File: src/rtl/lcrs_pkg.sv
// Package with types, codes and constants of the label colour region statistics block.
`timescale 1ns / 1ps
`default_nettype none

package lcrs_pkg;

    // Default table depth and pixel count width.
    localparam int LCRS_MAX_LABELS = 256;
    localparam int LCRS_COUNT_BITS = 24;

    // Fixed field widths.
    localparam int COLOUR_W  = 24;
    localparam int COORD_W   = 12;
    localparam int GREY_W    = 8;
    localparam int LABEL_W   = 8;
    localparam int SIZE_W    = 24;
    localparam int USED_W    = 9;
    localparam int CMD_W     = 2;
    localparam int S_DATA_W  = 152;
    localparam int M_DATA_W  = 80;

    // Command codes carried in the input tuser.
    typedef enum logic [CMD_W-1:0] {
        CMD_CLEAR    = 2'd0,
        CMD_LEARN    = 2'd1,
        CMD_CLASSIFY = 2'd2
    } cmd_t;

    // Control part of the token that walks along the cell row.
    typedef struct packed {
        logic valid;
        cmd_t cmd;
        logic hit;
        logic inserted;
    } tok_ctrl_t;

    // Top level sequencer states.
    typedef enum logic {
        ST_IDLE,
        ST_BUSY
    } state_t;

endpackage

`default_nettype wire

File: src/rtl/lcrs_cell.sv
// One table cell: holds a colour and its pixel count and passes the token to the next cell.
`timescale 1ns / 1ps
`default_nettype none

module lcrs_cell
    import lcrs_pkg::*;
#(
    parameter int MAX_LABELS = LCRS_MAX_LABELS,
    parameter int COUNT_BITS = LCRS_COUNT_BITS,
    parameter int IDX        = 0
)
(
    input  wire logic                              clk,
    input  wire logic                              rst_n,
    input  wire logic                              en,
    input  wire logic [$clog2(MAX_LABELS+1)-1:0]   used,
    input  wire tok_ctrl_t                         ctrl_in,
    input  wire logic [COLOUR_W-1:0]               colour_in,
    input  wire logic [$clog2(MAX_LABELS)-1:0]     index_in,
    input  wire logic [COUNT_BITS-1:0]             size_in,
    output tok_ctrl_t                              ctrl_out,
    output logic [COLOUR_W-1:0]                    colour_out,
    output logic [$clog2(MAX_LABELS)-1:0]          index_out,
    output logic [COUNT_BITS-1:0]                  size_out
);

    localparam int UW = $clog2(MAX_LABELS + 1);
    localparam int IW = $clog2(MAX_LABELS);

    logic [COLOUR_W-1:0]   colour_reg;
    logic [COUNT_BITS-1:0] count_reg;
    logic [COUNT_BITS-1:0] count_inc;
    logic                  in_use;
    logic                  open;
    logic                  match;
    logic                  insert;
    logic                  is_classify;

    // Match and insert decisions for the token at this cell's input.
    always_comb
    begin
        in_use      = (used > UW'(IDX));
        is_classify = (ctrl_in.cmd == CMD_CLASSIFY);
        open        = ctrl_in.valid && !ctrl_in.hit;
        match       = open && in_use && (colour_reg == colour_in)
                      && ((ctrl_in.cmd == CMD_LEARN) || is_classify);
        insert      = open && (ctrl_in.cmd == CMD_LEARN) && (used == UW'(IDX));
        if (count_reg == {COUNT_BITS{1'b1}})
        begin
            count_inc = count_reg;
        end
        else
        begin
            count_inc = count_reg + COUNT_BITS'(1);
        end
    end

    // Stored colour and count of this entry.
    always_ff @(posedge clk)
    begin
        if (en)
        begin
            if (insert)
            begin
                colour_reg <= colour_in;
                count_reg  <= '0;
            end
            else if (match && is_classify)
            begin
                count_reg <= count_inc;
            end
        end
    end

    // Token control toward the next cell.
    always_ff @(posedge clk or negedge rst_n)
    begin
        if (!rst_n)
        begin
            ctrl_out <= '0;
        end
        else if (en)
        begin
            ctrl_out.valid    <= ctrl_in.valid;
            ctrl_out.cmd      <= ctrl_in.cmd;
            ctrl_out.hit      <= ctrl_in.hit || match || insert;
            ctrl_out.inserted <= ctrl_in.inserted || insert;
        end
    end

    // Token payload toward the next cell.
    always_ff @(posedge clk)
    begin
        if (en)
        begin
            colour_out <= colour_in;
            if (match || insert)
            begin
                index_out <= IW'(IDX);
            end
            else
            begin
                index_out <= index_in;
            end
            if (match)
            begin
                size_out <= is_classify ? count_inc : count_reg;
            end
            else if (insert)
            begin
                size_out <= '0;
            end
            else
            begin
                size_out <= size_in;
            end
        end
    end

endmodule

`default_nettype wire

File: config.mk
export PLATFORM = sky130hd
export DESIGN_NAME = lcrs_cell
export DESIGN_NICKNAME = d
export VERILOG_FILES = /design/src/rtl/lcrs_pkg.sv /design/src/rtl/lcrs_cell.sv
export SDC_FILE = /design/constraint.sdc
export NUM_CORES = 1
export LEC_CHECK = 0
export BUFFER_PORTS_ARGS = -buffer_cell sky130_fd_sc_hd__buf_2
export CAP_MARGIN = 15
export CORE_MARGIN = 2
export CORE_UTILIZATION = 49
export CTS_CLUSTER_SIZE = 40
export DETAILED_ROUTE_END_ITERATION = 8
export GPL_TIMING_DRIVEN = 0
export PLACE_DENSITY = 0.75
export SKIP_LAST_GASP = 1
export SYNTH_ARGS = -nofsm -noshare
export SYNTH_HDL_FRONTEND = slang
export SYNTH_SLANG_ARGS = --single-unit
File: constraint.sdc
create_clock -name clk -period 6.6 [get_ports clk]
set_clock_uncertainty 0.2 [all_clocks]
set_input_delay 0.99 -clock clk [delete_from_list [all_inputs] [get_ports clk]]
set_output_delay 0.99 -clock clk [all_outputs]
set_load 0.01 [all_outputs]
# Word level (Yosys, flattened, before mapping)
# Cells that the tools add are included.
# op_classes
n_eq_ne	4
add_sub_neg	1
reduce_logical	17
n_mux	5
order_cmp	1
# op_table
operator	count
24-bit two-way mux	5
24-bit by 1-bit adder with 24-bit output, second input constant	1
24-bit equality test	1
24-bit equality test, second input constant	1
9-bit by 1-bit greater-than comparator with 1-bit output, second input constant	1
9-bit logical NOT	1
1-bit logical AND	7
1-bit logical OR	5
2-bit AND reduction	2
2-bit by 1-bit equality test with 1-bit output, second input constant	1
2-bit equality test, second input constant	1
2-bit nonzero test	1
1-bit logical NOT	1
# word_totals
elab_cells	37
regBits	109
in_bits	73

# Logic depth before layout (Yosys ltp)
# Gate-level depths: netlist (run 1).
# depth
ltp_word	8
ltp_mapped	9
ltp_nobuf	7

# Least setup slack after synthesis (run 1)
# No wires, ideal clock.
# synth_timing
path_type	input -> register
start	in used[4]
end	reg count_reg[0] (enable)
arrival_time_ps	3207
path_stages	7
slack_ps	2785
setup_ps	408
required_ps	5992
cell_sequence	nor4_1 nand2_1 nor4_1 and3_1 clkbuf_1 a21oi_1 nor2b_1
# synth_between
elab_chain_len	7
# synth_lines
element	line_no	source
start: declaration	lcrs_cell.sv:16	input wire logic [$clog2(MAX_LABELS+1)-1:0] used,
9-bit by 1-bit greater-than comparator with 1-bit output	lcrs_cell.sv:42	in_use = (used > UW'(IDX));
1-bit logical AND (2 in a row)	lcrs_cell.sv:45	match = open && in_use && (colour_reg == colour_in)
1-bit logical AND	lcrs_cell.sv:46	&& ((ctrl_in.cmd == CMD_LEARN) || is_classify);
1-bit logical AND	lcrs_cell.sv:68	else if (match && is_classify)
2-bit nonzero test (no line) *	n/a	
2-bit AND reduction (no line) *	n/a	
end signal: assignment	lcrs_cell.sv:70	count_reg <= count_inc;
end: declaration	lcrs_cell.sv:31	logic [COUNT_BITS-1:0] count_reg;
# Every way passes the cells marked *; elsewhere a longest branch is shown, timed or not.
# A chain may end at the register's enable or synchronous reset.

# Final worst setup path (run 1)
# layout_timing
start	in used[4]
end	reg colour_reg[6] (enable)
# layout_between
elab_chain_len	3
# layout_lines
element	line_no	source
9-bit logical NOT	lcrs_cell.sv:47	insert = open && (ctrl_in.cmd == CMD_LEARN) && (used == UW'(IDX));
1-bit logical AND	lcrs_cell.sv:47	
2-bit AND reduction (no line)	n/a	
end signal: assignment	lcrs_cell.sv:65	colour_reg <= colour_in;
end: declaration	lcrs_cell.sv:30	logic [COLOUR_W-1:0] colour_reg;
# Every way passes these cells.

==> metrics, run 1 <==
Pins Over Slew Limit=0; Synth Register Bits=109; via count=3695; multi-input logic area=0.00175 mm^2; required time of the critical path=6.40 ns; Post-CTS Setup Bufs=0; # fillers=847; post-route setup slack=2.89 ns; IO Pins=134; Slew HR=0.310; Final TNS setup=0 ns; MaxCap Viol Count=0; Synth Instances=401; Setup Viol. Count Final=0; cell taking the most area after synthesis=edfxtp_1; syn_area_per_cell=12.8 um^2; total leakage power=2.39 nW; Slew @ Worst Pin=1.03 ns; Max Clk Rate=0.270 GHz; Sink Count=109; status=finished clean; HP Class=input pin to asynchronous set/reset pin; Die Width=106 um; post-DP HPWL=8560 um; DP Worst Slack=2.46 ns; Synth area leaders=edfxtp_1 (61%), xnor2_1 (5.8%), xor2_1 (5.1%); Async SR Flop Fraction=0.0459; Synth cell types=42; Post-Syn Area=0.00514 mm^2; Synth Flop Type=edfxtp_1; Pre-antenna DRT Iters=4; # nets final=623; WHS=0.187 ns; largest net degree at the start of global routing=58; Final Critical Period=3.71 ns; storage element area=0.00325 mm^2; Core ar.=0.0103 mm^2; WL per Instance=16.4 um; routability cong.=0.902; die height=106 um; count leader, synth=edfxtp_1; vias in the first global route=3617; # diodes=0; WP data arrival=3.51 ns; worst-skew pair later-pin latency=0.39 ns; number of nets with antenna violations after routing=0; Worst setup SP type=input pin; H-tree depth=3; TritonCTS clock tree=yes; Tot GR Track Use=0.204; area growth from synthesis to layout=20.4%; Seq/Total Area, Yosys=0.632; CTS Hold Bufs=0; Clk pin slew, worst setup/hold paths=0.12 ns; final wirelength=11300 um; Clock Path Buffers=2; crit path kind=input pin to register; final routed DRC violation total=0; top cell type's share of synthesized area=0.608; DR vias/cell=5.37; period utilization=0.562; Overflow after GRT=0; Syn Nets=477; Initial Util=0.500; cts bufs inserted=9; Clock Root Buffer=clkbuf_8; Synthesis Warnings=0; Final Hold Fails=0; Post-synth top cells=edfxtp_1 (104), nor2_1 (40), nand3_1 (34), xnor2_1 (34), xor2_1 (30); die area=0.0113 mm^2; pwr/cell area=209 mW/mm^2; site row count=37; peak supply drop=0.0000994 V; post-layout util=0.602; Crit. End Element=register; initial antenna violation count=0; Port Buf Inserts=133; first-pass GRT wire length=17900 um; share of layout cells above drive strength 1=0.324; drt initial violations=253; number of synthesized flops with an enable pin=104; RSZ-0062 raised after global routing=false; crit path max fanout=24; cts repair resizes=0
## through the flow
stage,instances,total power [mW],area (um^2)
4_1_cts,687,1.30,6170
2_1_floorplan,401,0.853,5140
5_1_grt,688,1.34,6190
6_report,688,1.29,6190
3_3_place_gp,670,0.919,5980
3_5_place_dp,671,0.923,5990
## worst paths after layout
check / startpoint / endpoint / slack (ns) / cells after the start
worst min register to register: ctrl_out[2] / ctrl_out[2] / 0.33 / 1
worst max register to register: colour_reg[23] / count_reg[3] / 3.39 / 7
max in group asynchronous: rst_n / ctrl_out[4] / 5.88 / 1
worst max-delay path: used[4] / colour_reg[6] / 2.89 / 7
worst min-delay path: rst_n / ctrl_out[1] / 0.19 / 1
min in group clk: ctrl_out[2] / ctrl_out[2] / 0.33 / 1
## report_power, final
part / switching (mW) / leakage [nW] / internal, mW
Clock: 0.241 / 0.0912 / 0.146
Combinational: 0.0615 / 1.27 / 0.0504
Sequential: 0.00774 / 1.04 / 0.787
## routing by layer
layer  wire, um  track usage
met3        530       0.0411
met2       5790        0.350
met4        174       0.0649
met1       4810        0.260
met5          0            0
## worst max-delay path: stages
cell and delay, ns:
buf_2 0.10, nor4_1 0.28, nand2_1 0.09, nor4_1 0.54
and3_1 0.27, clkbuf_1 0.35, and2_1 0.89
## cells in the final DEF, fill, tap and decap left out, types with 5 or more instances in the layout
master,n
buf_2,141
edfxtp_1,104
nor2_1,40
xnor2_1,34
nand3_1,34
xor2_1,30
nand2_1,17
o21ai_1,17
and3_1,15
nand4_1,11
nor4_1,10
clkbuf_1,10
nor3_1,10
clkbuf_8,9
o21ai_2,7
dfrtp_1,5
## final cells by class
class | count | area share
timing repair buffer | 135 | 0.113
clock inverter | 5 | 0.00748
multi-input combinational | 267 | 0.282
sequential | 109 | 0.525
inverter | 3 | 0.00182
clock buffer | 11 | 0.0212
buffer | 22 | 0.0222
tap | 136 | 0.0275
## logic make-up after synthesis
family,share of synthesized area
simple gates,0.160
flops,0.632
xor+xnor,0.109
compound gates,0.0526
buf+inv,0.0290
mux,0.0105
fa+ha+maj,0.00730
Note: power is estimated with default switching activity, not from simulation.
==> run 2, diff against run 1 <==
ABC_AREA = 1   (was unset)
PLACE_DENSITY = 0.73   (was 0.75)
clock period = 3.9 ns   (was 6.6 ns; I/O delays follow)
==> metrics, run 2 <==
HP Class=input pin to register; most common cell after layout, fill and taps aside=nand2_1; drt initial violations=340 (+34%); status=finished clean; die height=114 um (+7.0%); Core ar.=0.0119 mm^2 (+16%); Clock Path Buffers=2 (unchanged); total leakage power=3.62 nW (+51%); pwr/cell area=347 mW/mm^2 (+66%); # nets final=940 (+51%); Initial Util=0.496 (-0.00390); xor and xnor area share after synthesis=0.0163 (-0.0928); simple-gate share of the synthesized area=0.325 (+0.166); required time of the critical path=3.77 ns (-2.63 ns); main combinational cell family by area after synthesis=simple AND/OR/NAND/NOR gates; number of nets with antenna violations after routing=0 (unchanged); Sink Count=109 (unchanged); IO Pins=134 (unchanged); top cell type's share of synthesized area=0.528 (-0.0792); Post-synth top cells=nand2_1 (229), inv_1 (108), edfxtp_1 (104); Synthesis Warnings=0 (unchanged); Tot Pwr=2.48 mW (+92%); most frequent cell on the critical path=nor2_1; Clk pin slew, worst setup/hold paths=0.07 ns (-0.05 ns); Synth area leaders=edfxtp_1 (53%), nand2_1 (15%), nand3_1 (7.1%); period utilization=0.692; WP data arrival=2.57 ns (-0.94 ns); Final TNS setup=0 ns (unchanged); vias in the first global route=4835 (+34%); Die Width=114 um (+7.0%); Synth cell types=24 (-43%); Post-CTS Setup Bufs=0 (unchanged); Clock Root Buffer=clkbuf_16; Pre-antenna DRT Iters=8 (+4); crit path kind=input pin to register; storage element area=0.00325 mm^2 (unchanged); routability cong.=0.906 (+0.49%); Slew HR=0.527 (+0.217); worst-skew pair later-pin latency=0.36 ns (-0.03 ns); Max Clk Rate=0.371 GHz; Synth Area in Compound Gates=0.0152 (-0.0373); cell taking the most area after synthesis=edfxtp_1; final wirelength=13900 um (+23%); cts bufs inserted=9 (unchanged); TritonCTS clock tree=yes; Setup Viol. Count Final=0 (unchanged); DP Worst Slack=0.819 ns (-1.64 ns); H-tree depth=3 (unchanged); MaxCap Viol Count=0 (unchanged); Synth Flop Type=edfxtp_1; die area=0.0130 mm^2 (+14%); worst-path cell with the longest stage delay=nor2_2; initial antenna violation count=0 (unchanged); multi-input logic area=0.00215 mm^2 (+23%); RSZ-0062 raised after global routing=false; via count=5072 (+37%); Slew @ Worst Pin=0.709 ns (-0.326 ns); site row count=40 (+8.1%); Crit. End Element=register; CP cell instances=buf_2 > nor3_1 > nand2_1 > nor2_1 > clkbuf_1 > nor2_1 > nor2_2 > buf_16; adder-cell share of the synthesized area=0.00635 (-0.000952); max incr delay on CP=0.56 ns (-0.33 ns); # fillers=1080 (+28%); crit-path leading delay family=simple AND/OR/NAND/NOR gates; area growth from synthesis to layout=20.9%; commonest non-fill, non-tap cells in the layout=nand2_1 (229), buf_2 (140), inv_1 (108), edfxtp_1 (104), nor2_1 (96); Async SR Flop Fraction=0.0459 (unchanged); Final Critical Period=2.70 ns; Overflow after GRT=0 (unchanged); Synth Register Bits=109 (unchanged); cts repair resizes=0 (unchanged); post-route setup slack=1.20 ns (-1.69 ns); Seq/Total Area, Yosys=0.550 (-0.0824); largest net degree at the start of global routing=35 (-40%); Post-Syn Area=0.00591 mm^2 (+15%); Port Buf Inserts=133 (unchanged); share of layout cells above drive strength 1=0.205 (-0.119); peak supply drop=0.000220 V (+120%); Final Hold Fails=0 (unchanged); Pins Over Slew Limit=0 (unchanged); Tot GR Track Use=0.229 (+0.0257); post-DP HPWL=10600 um (+24%); Syn Nets=792 (+66%); number of synthesized flops with an enable pin=104 (unchanged); Synth Instances=716 (+79%); WL per Instance=13.6 um (-17%); first-pass GRT wire length=23100 um (+29%); syn_area_per_cell=8.26 um^2 (-36%); crit path max fanout=14 (-42%); final routed DRC violation total=0 (unchanged); DR vias/cell=4.99 (-7.1%); critical path buffer and inverter count=3 (+1); count leader, synth=nand2_1; mux cell area share after synthesis=0 (-0.0105); Worst setup SP type=input pin
[run 2: changes by cell type in the layout (fill, tap and decap cells not counted), moves of 13 or more]
cell / delta
nand3_1: +50
xnor2_1: -31
nor2_1: +56
o21ai_1: -16
nand4_1: +13
nand2_1: +212
inv_1: +105
xor2_1: -22
and3_1: -15
[run 2: final cells by class]
class / instances / area share
diodes: 1 / 0.000350
inverters: 111 / 0.0583
flip-flops and latches: 109 / 0.455
clock buffers: 10 / 0.0320
repair buffers: 137 / 0.105
well taps: 147 / 0.0257
multi-input cells: 480 / 0.301
plain buffers: 16 / 0.0138
clock inverters: 6 / 0.00893
[run 2: worst paths after layout]
| check | startpoint | endpoint | slack [ns] | depth (start not counted) |
|---|---|---|---|---|
| worst min register to register | ctrl_out[4] | ctrl_out[4] | 0.27 | 2 |
| min in group asynchronous | rst_n | ctrl_out[1] | 0.36 | 2 |
| max in group asynchronous | rst_n | ctrl_out[0] | 3.01 | 2 |
| worst max-delay path | used[7] | count_reg[22] | 1.20 | 8 |
| worst min-delay path | colour_in[19] | colour_out[19] | 0.24 | 1 |
| worst max register to register | colour_reg[2] | count_reg[22] | 1.39 | 9 |
[run 2: metal layers]
| layer | up-vias | track usage | share of wire |
|---|---|---|---|
| li1 | 2615 | - | - |
| met1 | 2272 | 0.287 | 0.42 |
| met2 | 169 | 0.390 | 0.49 |
| met3 | 16 | 0.0569 | 0.076 |
| met4 | 0 | 0.0797 | 0.017 |
| met5 | - | 0 | 0 |
[run 2: kinds of logic after synthesis]
kind of cell / Yosys count
adder cells (fa/ha/maj): 3
buffers and inverters: 127
flip-flops: 109
AO/OA/AOI/OAI: 18
XOR/XNOR: 11
AND/OR/NAND/NOR: 448
[run 2: stage by stage]
step	area, um^2	util	std cells	hold slack [ns]
global route	7140	0.600	1016	0.241
floorplan	5910	-	716	0.0894
CTS	7140	0.600	1016	0.234
global placement	6760	0.568	996	0.204
detailed placement	6840	0.574	999	0.201
finish	7150	0.600	1017	0.241
[run 2: what timing repair did]
action	CTS	global route
hold buffers	1	0
setup endpoints to repair	0	0
hold endpoints to repair	5	0
[run 2: power breakdown]
| part | internal, mW | switching (mW) | leakage, nW | total [mW] |
|---|---|---|---|---|
| Sequential | 1.33 | 0.0115 | 0.962 | 1.34 |
| Clock | 0.497 | 0.424 | 0.140 | 0.921 |
| Combinational | 0.0885 | 0.125 | 2.52 | 0.213 |
| Total | 1.92 | 0.560 | 3.62 | 2.48 |
==> run 3, diff against run 2 <==
PLACE_DENSITY = 0.76   (was 0.73)
clock period = 2.3 ns   (was 3.9 ns; I/O delays follow)
==> metrics, run 3 (synthesized netlist as in run 2, its figures left out) <==
Tot Pwr=4.37 mW (+76%); area growth from synthesis to layout=25.2%; DR vias/cell=5.03 (+0.95%); Overflow after GRT=0 (unchanged); # fillers=1044 (-3.3%); worst-path cell with the longest stage delay=nor2_4; first-pass GRT wire length=23200 um (+0.18%); Max Clk Rate=0.469 GHz; Slew @ Worst Pin=0.775 ns (+0.0660 ns); most common cell after layout, fill and taps aside=nand2_1; via count=5216 (+2.8%); routability cong.=0.894 (-1.4%); DP Worst Slack=-0.483 ns (-1.30 ns); Pins Over Slew Limit=0 (unchanged); max incr delay on CP=0.44 ns (-0.12 ns); # nets final=960 (+2.1%); # diodes=0 (-1); TritonCTS clock tree=yes; die height=114 um (unchanged); post-layout util=0.621 (+0.0215); Finished Layout Cells=1036 (+1.9%); share of layout cells above drive strength 1=0.214 (+0.00889); Placed Cells incl. Taps=997 (-0.20%); HP Class=input pin to register; worst-skew pair later-pin latency=0.37 ns (about the same); total leakage power=3.72 nW (+2.7%); die area=0.0130 mm^2 (unchanged); RSZ-0062 raised after global routing=true; commonest non-fill, non-tap cells in the layout=nand2_1 (228), buf_2 (140), inv_1 (108), edfxtp_1 (104), nor2_1 (95); post-route cell area=0.00740 mm^2 (+3.6%); vias in the first global route=4958 (+2.5%); Initial Util=0.496 (unchanged); Final TNS setup=0 ns (unchanged); Core ar.=0.0119 mm^2 (unchanged); crit path kind=input pin to register; Sink Count=109 (unchanged); Final Critical Period=2.13 ns; WL per Instance=13.9 um (+1.9%); final wirelength=14400 um (+3.9%); number of nets with antenna violations after routing=0 (unchanged); largest net degree at the start of global routing=35 (unchanged); drt initial violations=347 (+2.1%); WHS=0.00828 ns (-0.232 ns); placed inst area=0.00680 mm^2 (-0.66%); cts bufs inserted=9 (unchanged); pwr/cell area=590 mW/mm^2 (+70%); WP data arrival=1.96 ns (-0.61 ns); Final Hold Fails=0 (unchanged); Clk pin slew, worst setup/hold paths=0.07 ns (about the same); post-route setup slack=0.167 ns (-1.04 ns); Setup Viol. Count Final=0 (unchanged); Clock Path Buffers=2 (unchanged); Pre-antenna DRT Iters=6 (-2); Die Width=114 um (unchanged); Port Buf Inserts=133 (unchanged); status=finished clean; IO Pins=134 (unchanged); Worst setup SP type=input pin; period utilization=0.928; Clock Root Buffer=clkbuf_16; Tot GR Track Use=0.230 (+0.000767); post-DP HPWL=10400 um (-1.8%); Crit. End Element=register; CP cell instances=buf_2 > nor3_1 > nand2_1 > nor2_1 > inv_1 > clkbuf_1 > nor2_4; initial antenna violation count=0 (unchanged); required time of the critical path=2.13 ns (-1.64 ns); MaxCap Viol Count=0 (unchanged); crit path max fanout=12 (-2); Slew HR=0.478 (-0.0490); peak supply drop=0.000611 V (+180%); site row count=40 (unchanged); final routed DRC violation total=0 (unchanged); H-tree depth=3 (unchanged)
==> run 3: changes by cell type in the layout (fill, tap and decap cells not counted), sizes merged <==
cell and change:
clkbuf -1, buf +3, inv +2, dlygate4sd3 +15, nor2 +2, bufinv +1
diode -1, clkinvlp +1, clkinv -3
==> run 3: what timing repair did <==
item | 4_1_cts | 5_1_grt
hold buffers | 14 | 2
cloned | 1 | 1
setup buffers | 0 | 5
hold endpoints to repair | 27 | 3
setup endpoints to repair | 43 | 90
pin swaps | 0 | 4
gates resized for setup | 3 | 6
==> run 3: worst paths after layout <==
check / startpoint / end / slack (ns) / depth (start not counted)
worst max-delay path: used[7] / colour_reg[12] / 0.17 / 7
worst min-delay path: colour_in[20] / colour_out[20] / 0.008 / 1
worst max register to register: count_reg[1] / size_out[9] / 0.18 / 10
worst min register to register: ctrl_out[4] / ctrl_out[4] / 0.29 / 2
max in group asynchronous: rst_n / ctrl_out[3] / 1.65 / 2
min in group asynchronous: rst_n / ctrl_out[4] / 0.12 / 2
==> run 3: final cells by class <==
| type | count | area [um^2] | area share |
|---|---|---|---|
| Clock inverter | 7 | 97.6 | 0.0132 |
| Tap cell | 147 | 184 | 0.0248 |
| Clock buffer | 9 | 225 | 0.0304 |
| Sequential cell | 109 | 3250 | 0.439 |
| Buffer | 16 | 100 | 0.0135 |
| Multi-Input combinational cell | 482 | 2210 | 0.299 |
| Timing Repair Buffer | 155 | 921 | 0.124 |
| Inverter | 111 | 417 | 0.0563 |
==> run 3: report_power, final <==
| group | internal [mW] | switching (mW) | leakage (nW) |
|---|---|---|---|
| Clock | 0.960 | 0.740 | 0.152 |
| Combinational | 0.168 | 0.220 | 2.61 |
| Sequential | 2.26 | 0.0198 | 0.962 |
==> run 3: per-layer routing <==
| layer | GRT usage | vias to the layer above | wire [um] |
|---|---|---|---|
| met5 | 0 | - | 0 |
| met4 | 0.114 | 0 | 405 |
| met3 | 0.0542 | 31 | 1190 |
| met2 | 0.396 | 194 | 6980 |
| met1 | 0.272 | 2341 | 5820 |
| li1 | - | 2650 | - |
==> run 3: worst max-delay path: cells and delay by family <==
family,cells,cell delay (ns)
buf+inv,3,0.62
simple gates,4,0.98
